===== src/hdl/hic_pkg.sv =====
// ---------------------------------------------------------------------------
// hic_pkg
// shared constants, command codes and control structs of the hic15 tracker
// ---------------------------------------------------------------------------
package hic_pkg;

    localparam int WINDOW      = 15;
    localparam int SLOT_W      = $clog2(WINDOW);
    localparam int CNT_W       = 6;
    localparam int RAW_W       = 10;
    localparam int MAG_W       = 19;
    localparam int SQ_W        = 30;
    localparam int RAD_W       = 38;
    localparam int REM_W       = 21;
    localparam int ROOT_STEPS  = RAD_W / 2;
    localparam int PERIOD_W    = 16;
    localparam int PEAK_W      = 24;
    localparam int HIC_W       = 22;
    localparam int ACC_W       = 26;
    localparam int A_W         = 20;
    localparam int MUL_W       = 20;
    localparam int M_W         = 56;
    localparam int RECIP_SHIFT = PEAK_W - 1 + SLOT_W;
    localparam int PROD_W      = 2 * PEAK_W - 1;

    localparam logic [PERIOD_W-1:0] PERIOD_RESET = 16'd1000;
    localparam logic [PEAK_W-1:0]   SUM_MAX      = 24'hFFFFFF;
    localparam logic [HIC_W-1:0]    HIC_MAX      = 22'h3FFFFF;
    // rounded-up reciprocal of the window length
    localparam logic [PEAK_W-1:0]   RECIP        =
        PEAK_W'(((64'd1 << RECIP_SHIFT) + 64'(WINDOW) - 64'd1) / 64'(WINDOW));

    typedef enum logic [3:0] {
        CMD_NONE,
        CMD_SQ_X,
        CMD_SQ_Y,
        CMD_SQ_Z,
        CMD_RINIT_MAG,
        CMD_ROOT_STEP,
        CMD_STORE,
        CMD_SUM_STEP,
        CMD_PEAK,
        CMD_DIV,
        CMD_RINIT_A,
        CMD_MUL_AA,
        CMD_MUL_LO,
        CMD_MUL_HI,
        CMD_RESULT
    } t_cmd_code;

    typedef struct packed {
        t_cmd_code        code;
        logic [CNT_W-1:0] idx;
    } t_cmd;

    typedef struct packed {
        logic report;
        logic out_busy;
    } t_status;

endpackage


===== src/hdl/hic_ctrl.sv =====
// ---------------------------------------------------------------------------
// hic_ctrl
// sequencer that issues the datapath commands for each sample
// ---------------------------------------------------------------------------
module hic_ctrl (
    input  logic            i_clk,
    input  logic            i_rst_n,
    input  logic            i_in_fire,
    input  hic_pkg::t_status i_status,
    output logic            o_idle,
    output hic_pkg::t_cmd   o_cmd
);

    typedef enum logic [3:0] {
        S_IDLE, S_SQ, S_ROOT, S_STORE, S_DECIDE, S_CHECK,
        S_SUM, S_DIV, S_AROOT, S_MUL, S_WAIT
    } t_state;

    t_state                      r_state;
    logic [hic_pkg::CNT_W-1:0]   r_cnt;
    hic_pkg::t_cmd               r_cmd;

    assign o_idle = (r_state == S_IDLE);
    assign o_cmd  = r_cmd;

    always_ff @(posedge i_clk) begin
        if (!i_rst_n) begin
            r_state    <= S_IDLE;
            r_cnt      <= '0;
            r_cmd.code <= hic_pkg::CMD_NONE;
            r_cmd.idx  <= '0;
        end else begin
            r_cmd.code <= hic_pkg::CMD_NONE;
            r_cmd.idx  <= r_cnt;
            case (r_state)
                S_IDLE: begin
                    if (i_in_fire) begin
                        r_cmd.code <= hic_pkg::CMD_SQ_X;
                        r_cnt      <= 6'd1;
                        r_state    <= S_SQ;
                    end
                end
                S_SQ: begin
                    if (r_cnt == 6'd1) begin
                        r_cmd.code <= hic_pkg::CMD_SQ_Y;
                        r_cnt      <= 6'd2;
                    end else if (r_cnt == 6'd2) begin
                        r_cmd.code <= hic_pkg::CMD_SQ_Z;
                        r_cnt      <= 6'd3;
                    end else begin
                        r_cmd.code <= hic_pkg::CMD_RINIT_MAG;
                        r_cnt      <= '0;
                        r_state    <= S_ROOT;
                    end
                end
                S_ROOT: begin
                    r_cmd.code <= hic_pkg::CMD_ROOT_STEP;
                    r_cnt      <= r_cnt + 6'd1;
                    if (r_cnt == 6'(hic_pkg::ROOT_STEPS - 1)) begin
                        r_state <= S_STORE;
                    end
                end
                S_STORE: begin
                    r_cmd.code <= hic_pkg::CMD_STORE;
                    r_state    <= S_DECIDE;
                end
                S_DECIDE: begin
                    r_state <= S_CHECK;
                end
                S_CHECK: begin
                    r_cmd.idx <= '0;
                    r_cnt     <= 6'd1;
                    if (i_status.report) begin
                        r_cmd.code <= hic_pkg::CMD_DIV;
                        r_state    <= S_DIV;
                    end else begin
                        r_cmd.code <= hic_pkg::CMD_SUM_STEP;
                        r_state    <= S_SUM;
                    end
                end
                S_SUM: begin
                    if (r_cnt == 6'(hic_pkg::WINDOW)) begin
                        r_cmd.code <= hic_pkg::CMD_PEAK;
                        r_state    <= S_IDLE;
                    end else begin
                        r_cmd.code <= hic_pkg::CMD_SUM_STEP;
                        r_cnt      <= r_cnt + 6'd1;
                    end
                end
                S_DIV: begin
                    r_cmd.code <= hic_pkg::CMD_RINIT_A;
                    r_cnt      <= '0;
                    r_state    <= S_AROOT;
                end
                S_AROOT: begin
                    r_cmd.code <= hic_pkg::CMD_ROOT_STEP;
                    r_cnt      <= r_cnt + 6'd1;
                    if (r_cnt == 6'(hic_pkg::ROOT_STEPS - 1)) begin
                        r_cnt   <= '0;
                        r_state <= S_MUL;
                    end
                end
                S_MUL: begin
                    r_cnt <= r_cnt + 6'd1;
                    if (r_cnt == 6'd0) begin
                        r_cmd.code <= hic_pkg::CMD_MUL_AA;
                    end else if (r_cnt == 6'd1) begin
                        r_cmd.code <= hic_pkg::CMD_MUL_LO;
                    end else begin
                        r_cmd.code <= hic_pkg::CMD_MUL_HI;
                        r_state    <= S_WAIT;
                    end
                end
                S_WAIT: begin
                    if (!i_status.out_busy) begin
                        r_cmd.code <= hic_pkg::CMD_RESULT;
                        r_state    <= S_IDLE;
                    end
                end
                default: begin
                    r_state <= S_IDLE;
                end
            endcase
        end
    end

endmodule


===== src/hdl/hic_dp.sv =====
// ---------------------------------------------------------------------------
// hic_dp
// datapath: squares, bitwise square root, window ring and sum, divide, product
// ---------------------------------------------------------------------------
module hic_dp (
    input  logic                          i_clk,
    input  logic                          i_rst_n,
    input  hic_pkg::t_cmd                 i_cmd,
    input  logic                          i_in_fire,
    input  logic [hic_pkg::RAW_W-1:0]     i_sample_x,
    input  logic [hic_pkg::RAW_W-1:0]     i_sample_y,
    input  logic [hic_pkg::RAW_W-1:0]     i_sample_z,
    input  logic                          i_cfg_fire,
    input  logic [hic_pkg::PERIOD_W-1:0]  i_cfg_data,
    input  logic                          i_result_ready,
    output logic                          o_result_valid,
    output logic [hic_pkg::HIC_W-1:0]     o_hic_hundredths,
    output logic [hic_pkg::PEAK_W-1:0]    o_peak_sum,
    output hic_pkg::t_status              o_status
);

    logic [hic_pkg::RAW_W-1:0]    r_raw_x, r_raw_y, r_raw_z;
    logic [hic_pkg::PERIOD_W-1:0] r_period;
    logic [hic_pkg::SQ_W-1:0]     r_sq;
    logic [hic_pkg::RAD_W-1:0]    r_rad;
    logic [hic_pkg::MAG_W-1:0]    r_root;
    logic [hic_pkg::REM_W-1:0]    r_rem;
    logic [hic_pkg::MAG_W-1:0]    r_ring [hic_pkg::WINDOW];
    logic [hic_pkg::SLOT_W-1:0]   r_slot;
    logic [hic_pkg::PERIOD_W-1:0] r_count;
    logic [hic_pkg::PEAK_W-1:0]   r_peak;
    logic                         r_report;
    logic [hic_pkg::ACC_W-1:0]    r_acc;
    logic [hic_pkg::A_W-1:0]      r_quot;
    logic [2*hic_pkg::MUL_W-1:0]  r_p;
    logic [hic_pkg::M_W-1:0]      r_m;
    logic                         r_out_valid;
    logic [hic_pkg::HIC_W-1:0]    r_hic;
    logic [hic_pkg::PEAK_W-1:0]   r_peak_out;

    function automatic logic [13:0] abs_axis(input logic [hic_pkg::RAW_W-1:0] raw);
        logic [15:0] v;
        v = 16'(raw) * 16'd25 - 16'd12800;
        abs_axis = v[15] ? 14'(-v) : v[13:0];
    endfunction

    logic [hic_pkg::MUL_W-1:0]   w_mul_a, w_mul_b;
    logic [2*hic_pkg::MUL_W-1:0] w_prod;

    always_comb begin
        w_mul_a = '0;
        w_mul_b = '0;
        case (i_cmd.code)
            hic_pkg::CMD_SQ_X: begin
                w_mul_a = 20'(abs_axis(r_raw_x));
                w_mul_b = w_mul_a;
            end
            hic_pkg::CMD_SQ_Y: begin
                w_mul_a = 20'(abs_axis(r_raw_y));
                w_mul_b = w_mul_a;
            end
            hic_pkg::CMD_SQ_Z: begin
                w_mul_a = 20'(abs_axis(r_raw_z));
                w_mul_b = w_mul_a;
            end
            hic_pkg::CMD_MUL_AA: begin
                w_mul_a = r_quot[hic_pkg::A_W-1:0];
                w_mul_b = r_quot[hic_pkg::A_W-1:0];
            end
            hic_pkg::CMD_MUL_LO: begin
                w_mul_a = r_p[hic_pkg::MUL_W-1:0];
                w_mul_b = 20'(r_root);
            end
            hic_pkg::CMD_MUL_HI: begin
                w_mul_a = r_p[2*hic_pkg::MUL_W-1:hic_pkg::MUL_W];
                w_mul_b = 20'(r_root);
            end
            default: begin
                w_mul_a = '0;
                w_mul_b = '0;
            end
        endcase
    end

    assign w_prod = w_mul_a * w_mul_b;

    // root step
    logic [hic_pkg::REM_W-1:0] w_rem_sh, w_trial;
    assign w_rem_sh = {r_rem[hic_pkg::REM_W-3:0], r_rad[hic_pkg::RAD_W-1 -: 2]};
    assign w_trial  = {r_root, 2'b01};

    // window sum
    logic [hic_pkg::SLOT_W-1:0] w_idx, w_newest;
    logic [hic_pkg::ACC_W-1:0]  w_term;
    logic [16:0]                w_next;
    assign w_idx    = i_cmd.idx[hic_pkg::SLOT_W-1:0];
    assign w_newest = (r_slot == '0) ? hic_pkg::SLOT_W'(hic_pkg::WINDOW - 1)
                                     : r_slot - hic_pkg::SLOT_W'(1);
    assign w_term   = (w_idx == w_newest || w_idx == r_slot)
                    ? hic_pkg::ACC_W'(r_ring[w_idx])
                    : hic_pkg::ACC_W'({r_ring[w_idx], 1'b0});
    assign w_next   = 17'(r_count) + 17'd1;

    logic [hic_pkg::PEAK_W-1:0] w_sat;
    assign w_sat = (r_acc > hic_pkg::ACC_W'(hic_pkg::SUM_MAX)) ? hic_pkg::SUM_MAX
                                                               : r_acc[hic_pkg::PEAK_W-1:0];

    // half the peak times the window reciprocal
    logic [hic_pkg::PROD_W-1:0] w_recip_prod;
    assign w_recip_prod = hic_pkg::PROD_W'(r_peak[hic_pkg::PEAK_W-1:1])
                        * hic_pkg::PROD_W'(hic_pkg::RECIP);

    // final scale
    logic [hic_pkg::M_W:0] w_t3;
    logic [25:0]           w_hic;
    assign w_t3  = {r_m, 1'b0} + {1'b0, r_m};
    assign w_hic = w_t3[hic_pkg::M_W:31];

    always_ff @(posedge i_clk) begin
        if (!i_rst_n) begin
            r_period    <= hic_pkg::PERIOD_RESET;
            r_slot      <= '0;
            r_count     <= '0;
            r_peak      <= '0;
            r_report    <= 1'b0;
            r_out_valid <= 1'b0;
            for (int i = 0; i < hic_pkg::WINDOW; i++) begin
                r_ring[i] <= '0;
            end
        end else begin
            if (i_cfg_fire) begin
                r_period <= i_cfg_data;
            end
            if (r_out_valid && i_result_ready) begin
                r_out_valid <= 1'b0;
            end
            case (i_cmd.code)
                hic_pkg::CMD_STORE: begin
                    r_ring[r_slot] <= r_root;
                    r_slot <= (r_slot == hic_pkg::SLOT_W'(hic_pkg::WINDOW - 1))
                            ? '0 : r_slot + hic_pkg::SLOT_W'(1);
                    r_report <= (w_next > {1'b0, r_period});
                    if (!(w_next > {1'b0, r_period})) begin
                        r_count <= w_next[hic_pkg::PERIOD_W-1:0];
                    end
                end
                hic_pkg::CMD_PEAK: begin
                    if (w_sat > r_peak) begin
                        r_peak <= w_sat;
                    end
                end
                hic_pkg::CMD_RESULT: begin
                    r_out_valid <= 1'b1;
                    r_slot      <= '0;
                    r_count     <= '0;
                    r_peak      <= '0;
                    for (int i = 0; i < hic_pkg::WINDOW; i++) begin
                        r_ring[i] <= '0;
                    end
                end
                default: begin
                end
            endcase
        end
    end

    always_ff @(posedge i_clk) begin
        if (i_in_fire) begin
            r_raw_x <= i_sample_x;
            r_raw_y <= i_sample_y;
            r_raw_z <= i_sample_z;
        end
        case (i_cmd.code)
            hic_pkg::CMD_SQ_X: begin
                r_sq <= hic_pkg::SQ_W'(w_prod);
            end
            hic_pkg::CMD_SQ_Y, hic_pkg::CMD_SQ_Z: begin
                r_sq <= r_sq + hic_pkg::SQ_W'(w_prod);
            end
            hic_pkg::CMD_RINIT_MAG: begin
                r_rad  <= {r_sq, 8'd0};
                r_root <= '0;
                r_rem  <= '0;
            end
            hic_pkg::CMD_RINIT_A: begin
                r_rad  <= hic_pkg::RAD_W'({r_quot[hic_pkg::A_W-1:0], 10'd0});
                r_root <= '0;
                r_rem  <= '0;
            end
            hic_pkg::CMD_ROOT_STEP: begin
                r_rad <= {r_rad[hic_pkg::RAD_W-3:0], 2'b00};
                if (w_rem_sh >= w_trial) begin
                    r_rem  <= w_rem_sh - w_trial;
                    r_root <= {r_root[hic_pkg::MAG_W-2:0], 1'b1};
                end else begin
                    r_rem  <= w_rem_sh;
                    r_root <= {r_root[hic_pkg::MAG_W-2:0], 1'b0};
                end
            end
            hic_pkg::CMD_SUM_STEP: begin
                r_acc <= ((i_cmd.idx == '0) ? '0 : r_acc) + w_term;
            end
            hic_pkg::CMD_DIV: begin
                r_quot <= w_recip_prod[hic_pkg::RECIP_SHIFT +: hic_pkg::A_W];
            end
            hic_pkg::CMD_MUL_AA: begin
                r_p <= w_prod;
            end
            hic_pkg::CMD_MUL_LO: begin
                r_m <= hic_pkg::M_W'(w_prod);
            end
            hic_pkg::CMD_MUL_HI: begin
                r_m <= r_m + hic_pkg::M_W'({w_prod, 20'd0});
            end
            hic_pkg::CMD_RESULT: begin
                r_hic      <= (w_hic > 26'(hic_pkg::HIC_MAX)) ? hic_pkg::HIC_MAX
                                                               : w_hic[hic_pkg::HIC_W-1:0];
                r_peak_out <= r_peak;
            end
            default: begin
            end
        endcase
    end

    assign o_result_valid   = r_out_valid;
    assign o_hic_hundredths = r_hic;
    assign o_peak_sum       = r_peak_out;
    assign o_status.report   = r_report;
    assign o_status.out_busy = r_out_valid && !i_result_ready;

endmodule


===== src/hdl/head_injury_criterion_tracker.sv =====
// ---------------------------------------------------------------------------
// head_injury_criterion_tracker
// tracks the peak 15-sample trapezoid window of acceleration magnitude and
// reports a head injury criterion value once every report_period + 1 samples
//
// sample channel: i_sample_valid / o_sample_ready with x, y, z readings.
// result channel: o_result_valid / i_result_ready with hic and peak sum.
// config channel: i_cfg_valid / o_cfg_ready writes report_period, always ready.
// a sample with no report due runs the square/setup steps, 19 root
// iterations, store, decide, the 15-slot window sum and a peak update;
// a reporting sample runs a reciprocal divide, a root setup, 19 more root
// iterations, the multiply steps and the result load in place of the sum,
// and its result goes valid once the output register is free.
// the single shared root unit and the one 20x20 multiplier do this work in turn.
// a result sits in an output register; the next sample is taken while it
// waits, and a following result waits until the first transfer completes.
// reset clears the window, counters and output valid, and sets the period
// to 1000.
// ---------------------------------------------------------------------------
module head_injury_criterion_tracker (
    input  logic                          i_clk,
    input  logic                          i_rst_n,
    input  logic                          i_sample_valid,
    output logic                          o_sample_ready,
    input  logic [hic_pkg::RAW_W-1:0]     i_sample_x,
    input  logic [hic_pkg::RAW_W-1:0]     i_sample_y,
    input  logic [hic_pkg::RAW_W-1:0]     i_sample_z,
    output logic                          o_result_valid,
    input  logic                          i_result_ready,
    output logic [hic_pkg::HIC_W-1:0]     o_hic_hundredths,
    output logic [hic_pkg::PEAK_W-1:0]    o_peak_sum,
    input  logic                          i_cfg_valid,
    output logic                          o_cfg_ready,
    input  logic [hic_pkg::PERIOD_W-1:0]  i_cfg_report_period
);

    hic_pkg::t_cmd    w_cmd;
    hic_pkg::t_status w_status;
    logic             w_idle;
    logic             w_in_fire;

    assign o_sample_ready = w_idle;
    assign o_cfg_ready    = 1'b1;
    assign w_in_fire      = i_sample_valid && w_idle;

    hic_ctrl u_ctrl (
        .i_clk     (i_clk),
        .i_rst_n   (i_rst_n),
        .i_in_fire (w_in_fire),
        .i_status  (w_status),
        .o_idle    (w_idle),
        .o_cmd     (w_cmd)
    );

    hic_dp u_dp (
        .i_clk            (i_clk),
        .i_rst_n          (i_rst_n),
        .i_cmd            (w_cmd),
        .i_in_fire        (w_in_fire),
        .i_sample_x       (i_sample_x),
        .i_sample_y       (i_sample_y),
        .i_sample_z       (i_sample_z),
        .i_cfg_fire       (i_cfg_valid),
        .i_cfg_data       (i_cfg_report_period),
        .i_result_ready   (i_result_ready),
        .o_result_valid   (o_result_valid),
        .o_hic_hundredths (o_hic_hundredths),
        .o_peak_sum       (o_peak_sum),
        .o_status         (w_status)
    );

`ifndef NO_ASSERTIONS
    a_result_sets_valid: assert property (@(posedge i_clk) disable iff (!i_rst_n)
        w_cmd.code == hic_pkg::CMD_RESULT |=> o_result_valid)
        else $error("result command did not raise valid");

    a_idle_no_work: assert property (@(posedge i_clk) disable iff (!i_rst_n)
        o_sample_ready |-> (w_cmd.code == hic_pkg::CMD_NONE ||
                            w_cmd.code == hic_pkg::CMD_RESULT ||
                            w_cmd.code == hic_pkg::CMD_PEAK))
        else $error("sample ready while datapath busy");

    a_result_not_overwritten: assert property (@(posedge i_clk) disable iff (!i_rst_n)
        w_cmd.code == hic_pkg::CMD_RESULT |-> !$past(w_status.out_busy))
        else $error("pending result overwritten");
`endif

endmodule


===== config.mk =====
export PLATFORM = sky130hd
export DESIGN_NAME = head_injury_criterion_tracker
export DESIGN_NICKNAME = d
export VERILOG_FILES = /design/src/hdl/hic_pkg.sv /design/src/hdl/hic_ctrl.sv /design/src/hdl/hic_dp.sv /design/src/hdl/head_injury_criterion_tracker.sv
export SDC_FILE = /design/constraint.sdc
export NUM_CORES = 2
export LEC_CHECK = 0
export BUFFER_PORTS_ARGS = -buffer_cell sky130_fd_sc_hd__clkbuf_2
export CAP_MARGIN = 10
export CORE_ASPECT_RATIO = 1.4
export CORE_MARGIN = 4
export CORE_UTILIZATION = 40
export CTS_BUF_LIST = sky130_fd_sc_hd__clkbuf_8 sky130_fd_sc_hd__clkbuf_16
export DETAILED_ROUTE_END_ITERATION = 6
export SETUP_SLACK_MARGIN = 0.05
export SLEW_MARGIN = 20
export SYNTH_ARGS = -nofsm -noshare
export SYNTH_HDL_FRONTEND = slang
export SYNTH_SLANG_ARGS = --single-unit

===== constraint.sdc =====
create_clock -name i_clk -period 31.9 [get_ports i_clk]
set_input_delay 0 -clock i_clk [delete_from_list [all_inputs] [get_ports i_clk]]
set_output_delay 0 -clock i_clk [all_outputs]
set_load 0.02 [all_outputs]

==> flow_summary_export.csv <==
group,metric,value,unit
status,status,"completed",
critical_path,max_stage_delay,0.91,ns
placement,dpl.cell_count,7791,
final_layout,postLayoutCoreUtil,44.5,%
logic_synthesis,syn_inst,5932,
detailed_routing,viasPerCell,5.80,
critical_path,critPathLaunch,"u_dp.r_raw_z[2]",
logic_synthesis,syn_area,0.0605,sq mm
critical_path,path_class,"register to register",
sta,rsz0062_at_grt,"no",
pwr,design_power_total,6.15,mW
sta,hold_violations,0,
sta,tightest_slew,1.17,ns
floorplan,initial_core_util,40.3,%
floorplan,io_pins,100,
pwr,leakagePower,28.1,nW
cts,ctsHtreeMaxLevel,3,
global_route,grt_usage,24.0,%
sta,holdWs,0.0940,ns
sta,skew,0.0421,ns
critical_path,timing.rr.end,"u_dp.r_sq[28]",
cts,cts_buffers,76,
sta,finalSetupTns,0,ns
pwr,power_density,92.1,mW/mm^2
final_layout,n_fill_cell,14300,
pwr,vdd.ir_drop.worst,0.000134,V
cts,cts_setup_buffers,0,
floorplan,die-area,0.158,sq mm
global_route,grt_overflow,0,
detailed_routing,wirelength,189000,um
logic_synthesis,ys_warn_count,0,
floorplan,die_x,337,um
pwr,p_sw_share,48.3,%
final_layout,layout_commonest_cell,"inv_1",
critical_path,required,32.33,ns
detailed_routing,vias,46600,
critical_path,crit_slowest_cell,"a2111o_1",
critical_path,cp_max_fo,20,
detailed_routing,ant_nets,0,
hold_path,hold_class,"input port to register",
critical_path,rr_startpoint,"u_dp.r_raw_z[2]",
pwr,combPwrFrac,65.9,%
detailed_routing,drt_pass1_iterations,6,
sta,fmaxAchievable,70.1,MHz
sta,final_max_slew_viol_count,0,
final_layout,layout_common_cells,"inv_1 (667), ha_1 (624), edfxtp_1 (620), fa_1 (404), nand2_1 (398)",
global_route,grt_pass1_wl,289000,um
critical_path,reg2reg_slack,17.64,ns
placement,hpwlAfterDp,141000,um
cts,clkLatencyLatePin,0.69,ns
detailed_routing,drc,0,
final_layout,syn_to_final_growth,10.3,%
logic_synthesis,ys_seq_area_share,33.5,%
critical_path,reg2reg_depth,48,
placement,dpl_worst_slack,17.57,ns
critical_path,worst-path-stages,48,
global_route,grt_pass1_vias,48300,
detailed_routing,drt_iter0_markers,3206,
critical_path,startpoint_type,"register",
sta,final.period_utilization,44.7,%
floorplan,rows,168,
logic_synthesis,ys_seq_elements,702,
detailed_routing,wl_per_cell,23.5,um
sta,final.min_clock_period,14.26,ns
sta,worst_slack,17.64,ns
final_layout,final_cells,8022,
logic_synthesis,ys.flop_type,"edfxtp_1",
cts,path_clk_slew,0.06,ns
logic_synthesis,async_flop_share,0,%
placement,place_area,0.0634,sq mm
critical_path,cp_top_family,"adder cells",
hold_path,min_to,"u_dp.r_raw_z[1]",
global_route,grt_max_degree,81,
critical_path,cp.arrival,14.69,ns
pwr,p_seq_share,19.7,%
logic_synthesis,avgSynthCellArea,10.2,sq um
critical_path,crit_buf_inv,9,
hold_path,hold_depth,2,
pwr,clockPowerShare,14.4,%
final_layout,nets,7084,
logic_synthesis,synth_nets,7011,
sta,setup_violations,0,
cts,clock_sinks,702,
cts,clock_tree.root_cell,"clkbuf_16",
hold_path,min_from,"i_sample_z[1]",
final_layout,final_cell_area,0.0668,sq mm
pwr,cell_internal_pwr,3.18,mW
pwr,power.net_switching,2.97,mW
sta,relSlewSlack,21.8,%
placement,gp_congestion,0.962,
floorplan,die_h,468,um
run,maxCapViolations,0,
floorplan,core_area,0.150,sq mm
placement,io_buffers,98,
cts,clk_path_buf_depth,3,
cts,cts_tree,"yes",
logic_synthesis,synthDistinctLibCells,87,
global_route,antenna_found_initial,3,
final_layout,drive_gt1_share,8.79,%
logic_synthesis,synth-edff-count,620,
critical_path,end_kind,"register",
[worst register-to-register path: cells and delay by family, from the launching register on]
family | cells | cell delay [ns]
XOR/XNOR | 2 | 0.71
buffers and inverters | 9 | 0.62
adder cells (fa/ha/maj) | 14 | 5.97
flip-flops | 1 | 0.44
AND/OR/NAND/NOR | 8 | 1.48
AO/OA/AOI/OAI | 15 | 4.81
[power groups by stage]
| stage | clock network [mW] | registers, mW | logic (mW) |
|---|---|---|---|
| after global routing | 0.943 | 1.22 | 4.45 |
| after CTS | 0.906 | 1.21 | 4.01 |
| final | 0.884 | 1.21 | 4.05 |
| after detailed placement | 0 | 1.23 | 3.98 |
| after floorplan | 0 | 1.20 | 2.86 |
| after global placement | 0 | 1.23 | 3.95 |
[worst max path at each step]
stage	end	slack, ns
floorplan	u_dp.r_m[50]	19.66
global placement	u_dp.r_m[52]	17.85
detailed placement	u_dp.r_m[52]	17.57
CTS	u_dp.r_m[52]	17.53
global route	u_dp.r_sq[28]	16.88
finish	u_dp.r_sq[28]	17.64
[layer usage]
layer / GRT usage, % / share of wire [%] / vias up
met5: 0 / 0 / -
met4: 14.2 / 6.9 / 0
met3: 3.26 / 5.2 / 447
met2: 42.4 / 50 / 1478
met1: 27.6 / 38 / 23200
li1: - / - / 21500
[Yosys cell counts (43+ instances only)]
| library cell | number | area share [%] |
|---|---|---|
| a211oi_1 | 43 | 0.53 |
| or3_1 | 56 | 0.58 |
| inv_1 | 657 | 4.1 |
| xor2_1 | 87 | 1.3 |
| nor4_1 | 101 | 1.0 |
| nand3_1 | 87 | 0.72 |
| nand2_1 | 404 | 2.5 |
| fa_1 | 404 | 13 |
| a21oi_1 | 311 | 2.6 |
| xnor2_1 | 134 | 1.9 |
| mux4_2 | 79 | 2.9 |
| edfxtp_1 | 620 | 31 |
| a22oi_1 | 54 | 0.67 |
| and2_1 | 87 | 0.90 |
| ha_1 | 624 | 13 |
| o21a_1 | 56 | 0.69 |
| clkbuf_1 | 266 | 1.7 |
| nor2_1 | 331 | 2.1 |
| nor3_1 | 293 | 2.4 |
| mux2i_1 | 57 | 0.94 |
| a21o_1 | 127 | 1.6 |
| dfxtp_1 | 82 | 2.7 |
| nand4_1 | 72 | 0.74 |
| o21ai_0 | 258 | 2.1 |
[state kept, by name, summed over array words and instances, names as in the netlist, 22 cells and up]
| signal | cells |
|---|---|
| u_dp.r_m | 56 |
| u_dp.r_acc | 26 |
| u_dp.r_rad | 30 |
| u_dp.r_peak | 24 |
| u_dp.r_sq | 30 |
| u_dp.r_p | 40 |
| u_dp.o_hic_hundredths | 22 |
| u_dp.r_ring | 304 |
| u_dp.o_peak_sum | 24 |
[what timing repair did]
action                    4_1_cts  5_1_grt
hold endpoints to repair       58        0
hold buffers                   90        0
gates resized for setup         0        0
[cells by family after synthesis]
family | Yosys count | share of synthesized area, %
AO/OA/AOI/OAI | 1215 | 13.3
XOR/XNOR | 222 | 3.24
adder cells (fa/ha/maj) | 1028 | 26.3
buffers and inverters | 980 | 6.11
flip-flops | 702 | 33.5
multiplexers | 161 | 4.36
other | 1 | 0.00620
AND/OR/NAND/NOR | 1623 | 13.2
[area by class of cell]
cell class / count / area [sq um] / share of cell area, %
multi-input cells: 4250 / 36800 / 55.2
flip-flops and latches: 702 / 20300 / 30.4
inverters: 679 / 2550 / 3.82
well taps: 1955 / 2450 / 3.66
repair buffers: 296 / 2210 / 3.32
clock buffers: 82 / 2010 / 3.01
clock inverters: 56 / 425 / 0.637
diodes: 2 / 5.00 / 0.00750
Power figures use the tool's default switching activity.
